File: src/rtl/core/ecacq_pkg.sv
`timescale 1ns / 1ps
// ----------------------------------------------------------------------------
// ecacq_pkg
// Shared constants, types and helpers for the elementary automaton cell query.
// ----------------------------------------------------------------------------
package ecacq_pkg;

  localparam int MAX_GEN = 32;
  localparam int ADDR_W  = $clog2(MAX_GEN);
  localparam int CNT_W   = ADDR_W + 1;
  localparam int ROW_W   = 2 * MAX_GEN - 1;
  localparam int IDX_W   = $clog2(ROW_W);
  localparam int CENTER  = MAX_GEN - 1;
  localparam int POS_W   = IDX_W + 2;
  localparam int RULE_W  = 8;
  localparam int GEN_W   = 5;
  localparam int OFF_W   = 7;

  localparam logic [RULE_W-1:0] RULE_RESET = 8'd30;

  typedef enum logic [1:0] {
    ST_IDLE,
    ST_BUILD,
    ST_OUT
  } state_t;

  typedef struct packed {
    logic step;
    logic load_seed;
  } row_ctrl_t;

  function automatic logic rule_lookup(input logic [RULE_W-1:0] rule,
                                       input logic l, input logic c, input logic r);
    logic [2:0] hood;
    hood = {l, c, r};
    return rule[hood];
  endfunction

endpackage

File: src/rtl/core/ecacq_cell.sv
`timescale 1ns / 1ps
// ----------------------------------------------------------------------------
// ecacq_cell
// One automaton site: holds its bit and takes the next generation from its
// own bit, its two neighbors and the rule, or loads the seed.
// ----------------------------------------------------------------------------
module ecacq_cell (
  input  logic                          clk,
  input  ecacq_pkg::row_ctrl_t          ctrl,
  input  logic [ecacq_pkg::RULE_W-1:0]  rule,
  input  logic                          seed,
  input  logic                          left,
  input  logic                          right,
  output logic                          value,
  output logic                          value_next
);
  import ecacq_pkg::*;

  assign value_next = ctrl.load_seed ? seed : rule_lookup(rule, left, value, right);

  always_ff @(posedge clk) begin
    if (ctrl.step) begin
      value <= value_next;
    end
  end

endmodule

File: src/rtl/core/ecacq_row.sv
`timescale 1ns / 1ps
// ----------------------------------------------------------------------------
// ecacq_row
// Chain of sites spanning offsets -CENTER..CENTER plus the background bit.
// Each step advances the whole row by one generation, or loads the seed row.
// ----------------------------------------------------------------------------
module ecacq_row (
  input  logic                          clk,
  input  ecacq_pkg::row_ctrl_t          ctrl,
  input  logic [ecacq_pkg::RULE_W-1:0]  rule,
  output logic [ecacq_pkg::ROW_W-1:0]   frame,
  output logic [ecacq_pkg::ROW_W-1:0]   frame_next,
  output logic                          bg,
  output logic                          bg_next
);
  import ecacq_pkg::*;

  // background sees three background neighbors
  assign bg_next = ctrl.load_seed ? 1'b0 : rule_lookup(rule, bg, bg, bg);

  always_ff @(posedge clk) begin
    if (ctrl.step) begin
      bg <= bg_next;
    end
  end

  for (genvar i = 0; i < ROW_W; i++) begin : g_site
    logic left_n;
    logic right_n;

    if (i == 0) begin : g_lo
      assign left_n = bg;
    end else begin : g_lo
      assign left_n = frame[i-1];
    end

    if (i == ROW_W - 1) begin : g_hi
      assign right_n = bg;
    end else begin : g_hi
      assign right_n = frame[i+1];
    end

    ecacq_cell u_site (
      .clk        (clk),
      .ctrl       (ctrl),
      .rule       (rule),
      .seed       ((i == CENTER) ? 1'b1 : 1'b0),
      .left       (left_n),
      .right      (right_n),
      .value      (frame[i]),
      .value_next (frame_next[i])
    );
  end

endmodule

File: src/rtl/core/elementary_ca_cell_query.sv
`timescale 1ns / 1ps
// ----------------------------------------------------------------------------
// elementary_ca_cell_query
// Answers (generation, offset) queries on an elementary automaton, building
// and storing generations on demand.
// ----------------------------------------------------------------------------
//  channel   handshake                 payload
//  query     start / busy              generation, cell_offset
//  result    done (strobe)             cell_value, outside_row
//  config    cfg_valid / cfg_ready     rule_number
//
//  A query whose generation is already stored reads the row memory in the
//  accept cycle, and the result strobes in the next.
//  A query beyond the stored depth first takes one step of the cell chain
//  per missing generation (up to MAX_GEN); the result then comes
//  straight from the chain. A rule write drops all stored generations and
//  is held off while a query is in flight.
//  Reset restores rule 30 and an empty store; no clearing pass is needed.
//  Results cannot be stalled; done is high for exactly one cycle.
// ----------------------------------------------------------------------------
module elementary_ca_cell_query (
  input  logic                               clk,
  input  logic                               rst,
  input  logic                               start,
  output logic                               busy,
  input  logic [ecacq_pkg::GEN_W-1:0]        generation,
  input  logic signed [ecacq_pkg::OFF_W-1:0] cell_offset,
  output logic                               done,
  output logic                               cell_value,
  output logic                               outside_row,
  input  logic                               cfg_valid,
  output logic                               cfg_ready,
  input  logic [ecacq_pkg::RULE_W-1:0]       rule_number
);
  import ecacq_pkg::*;

  state_t                   state;
  state_t                   state_next;
  logic [RULE_W-1:0]        rule;
  logic [CNT_W-1:0]         built_count;
  logic [ADDR_W-1:0]        q_gen;
  logic signed [OFF_W-1:0]  q_off;
  logic                     use_chain;

  logic                     accept;
  logic                     cfg_wr;
  logic [ADDR_W-1:0]        gen_sat;
  logic                     have_row;
  row_ctrl_t                row_ctrl;

  logic [ROW_W-1:0]         frame;
  logic [ROW_W-1:0]         frame_next;
  logic                     bg;
  logic                     bg_next;

  logic [ROW_W:0]           mem [MAX_GEN];
  logic [ROW_W:0]           rd_data;

  logic [ROW_W-1:0]         sel_frame;
  logic                     sel_bg;
  logic signed [POS_W-1:0]  off_ext;
  logic signed [POS_W-1:0]  gen_ext;
  logic signed [POS_W-1:0]  pos;
  logic                     in_row;

  // hold rule writes off while a query is in flight
  assign cfg_ready = !busy;
  assign cfg_wr    = cfg_valid && cfg_ready;
  assign busy      = (state != ST_IDLE);
  assign accept    = start && !busy;

  // clamp the generation to the stored depth
  always_comb begin
    if ({{(CNT_W-GEN_W){1'b0}}, generation} >= CNT_W'(MAX_GEN)) begin
      gen_sat = ADDR_W'(MAX_GEN - 1);
    end else begin
      gen_sat = generation[ADDR_W-1:0];
    end
  end

  assign have_row = (built_count > {1'b0, gen_sat});

  assign row_ctrl.step      = (state == ST_BUILD);
  assign row_ctrl.load_seed = (built_count == '0);

  ecacq_row u_row (
    .clk        (clk),
    .ctrl       (row_ctrl),
    .rule       (rule),
    .frame      (frame),
    .frame_next (frame_next),
    .bg         (bg),
    .bg_next    (bg_next)
  );

  // row store: written while building, read at the incoming generation
  always_ff @(posedge clk) begin
    if (state == ST_BUILD) begin
      mem[built_count[ADDR_W-1:0]] <= {bg_next, frame_next};
    end
    rd_data <= mem[gen_sat];
  end

  always_comb begin
    state_next = state;
    unique case (state)
      ST_IDLE: begin
        if (accept) begin
          state_next = have_row ? ST_OUT : ST_BUILD;
        end
      end
      ST_BUILD: begin
        if (built_count == {1'b0, q_gen}) begin
          state_next = ST_OUT;
        end
      end
      ST_OUT:  state_next = ST_IDLE;
      default: state_next = ST_IDLE;
    endcase
  end

  always_ff @(posedge clk) begin
    if (rst) begin
      state       <= ST_IDLE;
      rule        <= RULE_RESET;
      built_count <= '0;
    end else begin
      state <= state_next;
      if (cfg_wr) begin
        rule        <= rule_number;
        built_count <= '0;
      end else if (state == ST_BUILD) begin
        built_count <= built_count + CNT_W'(1);
      end
    end
  end

  always_ff @(posedge clk) begin
    if (accept) begin
      q_gen     <= gen_sat;
      q_off     <= cell_offset;
      use_chain <= !have_row;
    end
  end

  // result: from the chain after a build, else from the store
  always_comb begin
    sel_frame = use_chain ? frame : rd_data[ROW_W-1:0];
    sel_bg    = use_chain ? bg : rd_data[ROW_W];
    off_ext   = POS_W'(q_off);
    gen_ext   = POS_W'(signed'({1'b0, q_gen}));
    pos       = off_ext + POS_W'(CENTER);
    in_row    = (off_ext <= gen_ext) && (off_ext >= -gen_ext);
  end

  always_comb begin
    done = (state == ST_OUT);
    if (in_row) begin
      cell_value  = sel_frame[pos[IDX_W-1:0]];
      outside_row = 1'b0;
    end else begin
      cell_value  = sel_bg;
      outside_row = 1'b1;
    end
  end

`ifndef SYNTH
  a_build_count: assert property (@(posedge clk) disable iff (rst)
    (state == ST_BUILD) |=> (built_count == $past(built_count) + CNT_W'(1)))
    else $error("built_count did not advance during build");

  a_build_bound: assert property (@(posedge clk) disable iff (rst)
    (state == ST_BUILD) |-> (built_count <= {1'b0, q_gen}))
    else $error("build ran past the queried generation");

  a_done_built: assert property (@(posedge clk) disable iff (rst)
    done |-> (built_count > {1'b0, q_gen}))
    else $error("result given before its generation was built");

  a_cfg_clear: assert property (@(posedge clk) disable iff (rst)
    cfg_wr |=> (built_count == '0))
    else $error("rule write did not drop stored generations");

  a_accept_busy: assert property (@(posedge clk) disable iff (rst)
    accept |=> busy)
    else $error("accepted item did not raise busy");
`endif

endmodule

File: config.mk
export PLATFORM = sky130hd
export DESIGN_NAME = elementary_ca_cell_query
export DESIGN_NICKNAME = d
export VERILOG_FILES = /design/src/rtl/core/ecacq_pkg.sv /design/src/rtl/core/ecacq_cell.sv /design/src/rtl/core/ecacq_row.sv /design/src/rtl/core/elementary_ca_cell_query.sv
export SDC_FILE = /design/constraint.sdc
export NUM_CORES = 2
export LEC_CHECK = 0
export BUFFER_PORTS_ARGS = -buffer_cell sky130_fd_sc_hd__buf_2
export CORE_MARGIN = 2
export CORE_UTILIZATION = 63
export CTS_CLUSTER_SIZE = 12
export DETAILED_ROUTE_END_ITERATION = 8
export PLACE_DENSITY_LB_ADDON = 0.1
export SETUP_SLACK_MARGIN = 0.02
export SLEW_MARGIN = 40
export SYNTH_ARGS = -nofsm -noshare
export SYNTH_HDL_FRONTEND = slang
export SYNTH_SLANG_ARGS = --single-unit
File: constraint.sdc
create_clock -name clk -period 22.3 [get_ports clk]
set_input_delay 4.46 -clock clk [delete_from_list [all_inputs] [get_ports clk]]
set_output_delay 4.46 -clock clk [all_outputs]
set_load 0.1 [all_outputs]
### Word-level counts from Yosys, hierarchy flattened

Memories as Yosys holds them, arrays and structs flattened. A register that Yosys moved wholly into a read port is not among the register bits.
Cells that the tools add are included.

| operators by class | value |
|---|---|
| equal/unequal tests | 5 |
| order comparisons | 68 |
| mux-type cells | 204 |
| add/subtract/negate cells | 3 |
| reduce and logical (&&, ||, !) cells | 10 |

Operators by type and width:

| kind | number |
|---|---|
| 3-bit by 4-bit < comparator with 1-bit output, second input constant | 64 |
| 1-bit binary-select mux with 3-bit select | 63 |
| 1-bit 2-to-1 mux | 135 |
| 63-bit 2-to-1 mux | 1 |
| 7-bit by 8-bit >= comparator with 1-bit output | 1 |
| 5-bit negation with 8-bit output | 1 |
| 7-bit by 6-bit <= comparator with 1-bit output | 1 |
| 6-bit by 7-bit < comparator with 1-bit output, second input constant | 1 |
| 6-bit by 1-bit adder with 6-bit output, second input constant | 1 |
| 6-bit adder, second input constant | 1 |
| 1-bit binary-select mux with 6-bit select | 1 |
| 6-bit by 5-bit == test with 1-bit output | 1 |
| 6-bit by 5-bit greater-than comparator with 1-bit output | 1 |
| 6-bit logical NOT | 1 |
| 2-bit 2-to-1 mux | 3 |
| 2-bit one-hot mux with 2 select lines | 1 |
| 1-bit logical AND | 3 |
| 2-bit by 1-bit == test with 1-bit output, second input constant | 1 |
| 2-bit == test, second input constant | 1 |
| 1-bit logical NOT | 2 |
| 2-bit logical NOT | 1 |
| 2-bit by 1-bit inequality test with 1-bit output, second input constant | 1 |
| 2-bit inequality test, second input constant | 1 |
| 2-bit AND reduction | 1 |
| 2 further kinds | 2 |

| storage, ports and cells | value |
|---|---|
| logic and storage cells | 361 |
| memories | 1 |
| memory bits (writable) | 2,048 |
| output and inout bits | 5 |
| flip-flop bits (word level) | 93 |

Memories:

| memory | words | width | rd ports | clocked after memory_dff | write ports | RTL line | RTL |
|---|---|---|---|---|---|---|---|
| mem | 32 | 64 | 1 | 1 | 1 | elementary_ca_cell_query.sv:56 | `logic [ROW_W:0] mem [MAX_GEN];` |

### Longest topological paths before layout

| logic depth | value |
|---|---|
| word-level depth | 5 |
| gate-level depth with buffers | 12 |
| mapped depth without buffers | 11 |

### By module

Synthesis repeated with hierarchy kept, for this count alone.

| second synthesis, totals | value |
|---|---|
| cell total of the unflattened synthesis | 4,052 |
| area total of the unflattened synthesis | 88,840.2 µm² |

Modules (own cells, without submodules):

| module | area an instance (µm²) | cells an instance | sequential area each (µm²) | times used |
|---|---|---|---|---|
| elementary_ca_cell_query | 81,615.8 | 3,417 | 63,490.9 | 1 |
| ecacq_cell | 106.4 | 9 | 30.0 | 63 |
| ecacq_row | 524.3 | 68 | 30.0 | 1 |

### Least setup slack after synthesis

OpenSTA, ideal clock, no wires.

| path | value |
|---|---|
| path kind | flip-flop to flip-flop |
| start point | register state[0] |
| end point | memory mem[15][0] (netlist bit) (enable) |
| path buffers | 0 |
| slack | 14,593 ps |
| required time | 21,812 ps |
| library setup time | 488 ps |
| data arrival time | 7,219 ps |
| cell stages (with the launch flop) | 5 |
| cells stage by stage | dfxtp_1 > inv_1 > nor2_1 > nand2_1 > nor2_1 |

| between the ends | value |
|---|---|
| cells in the longest elaborated chain, start to end | 3 |

RTL lines:

| item | RTL line | RTL |
|---|---|---|
| from (decl) | elementary_ca_cell_query.sv:37 | `state_t state;` |
| from (signal assigned) | elementary_ca_cell_query.sv:128 | `state <= state_next;` |
| 2-bit by 1-bit == test with 1-bit output | elementary_ca_cell_query.sv:98 | `if (state == ST_BUILD) begin` |
| 1-bit 2-to-1 mux | elementary_ca_cell_query.sv:98 |  |
| 1-bit 2-to-1 mux (not written as such) | elementary_ca_cell_query.sv:99 | `mem[built_count[ADDR_W-1:0]] <= {bg_next, frame_next};` |
| to (decl) | elementary_ca_cell_query.sv:56 |  |

Every way passes these cells.

### Worst setup path after layout

| path | value |
|---|---|
| start point | register q_off[0] |
| end point | output cell_value |

| between the ends | value |
|---|---|
| cells in the longest elaborated chain, start to end | 4 |
| elaborated cells between the ends (all ways) | 7 |
| classes of those cells | add/sub: 1; order compare: 2; mux: 3; reduce/logical: 1 |

RTL lines:

| item | RTL line | RTL |
|---|---|---|
| from (decl) | elementary_ca_cell_query.sv:42 | `logic signed [OFF_W-1:0] q_off;` |
| from (signal assigned) | elementary_ca_cell_query.sv:141 | `q_off <= cell_offset;` |
| 6-bit adder | elementary_ca_cell_query.sv:152 | `pos = off_ext + POS_W'(CENTER);` |
| 1-bit binary-select mux with 6-bit select | elementary_ca_cell_query.sv:159 | `cell_value = sel_frame[pos[IDX_W-1:0]];` |
| 1-bit 2-to-1 mux (not written as such) | elementary_ca_cell_query.sv:159 |  |
| 1-bit 2-to-1 mux * | elementary_ca_cell_query.sv:158 | `if (in_row) begin` |
| to (decl) | elementary_ca_cell_query.sv:29 | `output logic cell_value,` |

Mark *: on every way between the ends. The rest lies on a longest branch, timed or not. The select of a mux whose other input is x is not followed.

==> results.txt <==
Final Critical Period - 8.86 ns
Post-synth top area cell - edfxtp_1
Die area - 142000 um^2
RSZ-0062 raised after global routing - false
Routed len/inst - 36.8 um
Clk sink count - 2205
Top-area cell type share of the netlist area - 0.727
Final hold vios - 0
CP startpoint - q_off[0]
Crit-path slowest cell - mux4_2
Final WL - 220 mm
Area Overhead vs Synth - 11.2%
Drc violations - 0
Yosys reg bits - 2205
Met2 Use GR - 0.495
Yosys warns - 0
PostCTS Resize Cnt - 0
Worst Path Arrival - 4.40 ns
Hold_buf cts - 0
Slew Viols, Final - 0
CTS Buf Count - 215
Hold Path End - state[1]
Critical Path Source Type - flip-flop
Drt first pass iters - 6
Post-synthesis async set-or-reset flop share - 0
Final setup violation count - 0
Setup TNS - 0 ns
Synthesized area - 87800 um^2
Cells after Synth - 3891
Via Count - 42945
Fillers - 7892
Initial Util - 0.637
Crit Reg-Reg Endpoint - mem[14][55]
Setup CP Type - flip-flop to output pin
Seq pwr share - 0.539
Fin Clk Skew - 0.0361 ns
Site row count - 136
Hold path depth - 1
Critical R2R Launch - state[0]
Top cells by area, synth - edfxtp_1 (73%), mux4_2 (20%), dfxtp_1 (1.8%), nand2_1 (1.0%), mux2i_1 (0.98%)
Comb pwr share - 0.067
Root Buffer Master - clkbuf_16
GRT Total Usage - 0.318
Post-synth top cells - edfxtp_1 (2125), mux4_2 (782), nand2_1 (235)
DP HPWL - 115 mm
Seq/Total Area, Yosys - 0.745
Switching Fraction - 0.217
# IOs - 29
Critical Path End Type - output pin
Max Clk Rate - 0.113 GHz
DR vias/cell - 7.18
Number of global-route vias before repair - 43199
CP Max Fanout - 13
Syn_nets - 3938
Largest net degree at the start of global routing - 84
Iter 0 DRT Violations - 6535
Die Wd - 377 um
H-tree Lvls - 4
Final core utilization - 0.708
Layout Nets - 4060
Clock network power share - 0.394
Internal power - 6780 uW
Outcome - finished clean
Hold WC Path Type - flip-flop to flip-flop
Main synth FF type - edfxtp_1
Reg2Reg Depth - 8
Sw Pwr - 1880 uW
Yosys cell types - 55
Clock tree buffer depth - 3
Placer Congestion - 0.861
Post-synth EDFFs - 2125
Pwr/cell area - 88.7 nW/um^2
Die Y - 377 um
Syn Area/Cell - 22.6 um^2
Worst EP required - 17.84 ns
R2R setup slack - 17.86 ns
Clock slew at reported path FFs - 0.06 ns
Min-Delay Startpoint - state[1]
Grt met1 use - 0.463
Initial antenna violation count - 5
Number of port buffers - 28
Overflow after GRT - 0
Fin crit share - 0.397
Clk_lat worst skew - 0.86 ns
Share of layout cells above drive strength 1 - 0.315
Met3 Usage GRT - 0.0680
First-pass GRT wire length - 315 mm
Max cap viols - 0
Crit-path max cell delay - 0.54 ns
CTS tree - yes
Most frequent cell after synthesis - edfxtp_1
CORE AREA - 138000 um^2
Leak pwr - 0.0313 uW
Worst-path cell chain - inv_2, ha_1, xnor2_2, buf_4, mux4_2, o21bai_1, nor4_1, a2111oi_2, nand3_1, o211a_1, buf_2
Setup bufs post-CTS - 0
Antenna Nets Post-Route - 0
Worst Tran Pin Value - 0.910 ns
Slew headroom - 0.393
Worst vdd ir - 72.7 uV
GRT Max-Usage Layer - met2
logic make-up after synthesis:
family,Yosys count,synth area share
AOI/OAI and AO/OA,45,0.00386
xor gates and xnor gates,17,0.00178
adders and majority gates,23,0.00328
buffers and inverters,320,0.0148
DFF,2205,0.745
muxes,875,0.212
and+or+nand+nor,406,0.0189
layout by cell type (no fill, tap or decap), types with 20 or more instances in the layout:
master / n
inv_1: 20
mux4_2: 782
nor2_4: 44
clkbuf_8: 21
edfxtp_1: 2125
nand2_1: 234
buf_6: 32
clkbuf_1: 114
buf_2: 24
clkbuf_16: 218
dfxtp_1: 72
mux2i_1: 86
buf_4: 123
ha_1: 23
nor2_1: 76
worst max-delay path: cells and delay by family, from the launching register on:
kind                       cells  cell delay (ns)
DFF                            1             0.37
muxes                          1             0.54
xor gates and xnor gates       1             0.51
buffers and inverters          3             0.89
adders and majority gates      1             0.32
AOI/OAI and AO/OA              3             0.73
and+or+nand+nor                2             0.20
per-layer routing:
metal / share of wire / routed length (um)
met1: 0.37 / 80500
met2: 0.48 / 106000
met3: 0.12 / 26400
met4: 0.033 / 7150
met5: 0.00015 / 32
state kept, by name, indices dropped and copies added, names as in the netlist:
signal,count
q_gen,5
u_row.bg,1
u_row.g_site.u_site.value,63
built_count,6
mem,2048
use_chain,1
state,2
rule,8
rd_data,64
q_off,7
power groups by stage:
| stage | Combinational, uW | Clock, uW | Sequential (uW) |
|---|---|---|---|
| finish | 583 | 3410 | 4670 |
| global route | 617 | 3600 | 4670 |
| CTS | 578 | 3450 | 4660 |
| detailed placement | 576 | 0 | 4750 |
| global placement | 550 | 0 | 4750 |
| floorplan | 430 | 0 | 4710 |
through the flow:
step	worst slack (ns)	instance area, um^2	power, uW	hold WS [ns]	instances
floorplan	14.59	87800	5140	0.443	3891
global placement	12.08	90500	5300	0.517	5571
detailed placement	13.12	91000	5330	0.553	5586
CTS	13.44	97500	8700	0.562	5974
global route	13.30	97600	8890	0.613	5978
finish	13.44	97600	8660	0.573	5979
how the worst max path moves through the flow:
stage	slack, ns	endpoint
2_1_floorplan	14.59	mem[15][0]
3_3_place_gp	12.08	rd_data[15]
3_5_place_dp	13.12	state[0]
4_1_cts	13.44	cell_value
5_1_grt	13.30	cell_value
6_report	13.44	cell_value
area by class of cell:
type,instances,area [um^2],area share
sequential,2205,65400,0.670
inverter,23,96.3,0.000987
antenna,1,2.50,0.0000256
timing repair buffer,202,1890,0.0193
clock buffer,352,6160,0.0631
multi-input combinational,1366,21400,0.219
tap,1794,2240,0.0230
clock inverter,36,398,0.00408
Power figures use the tool's default switching activity.
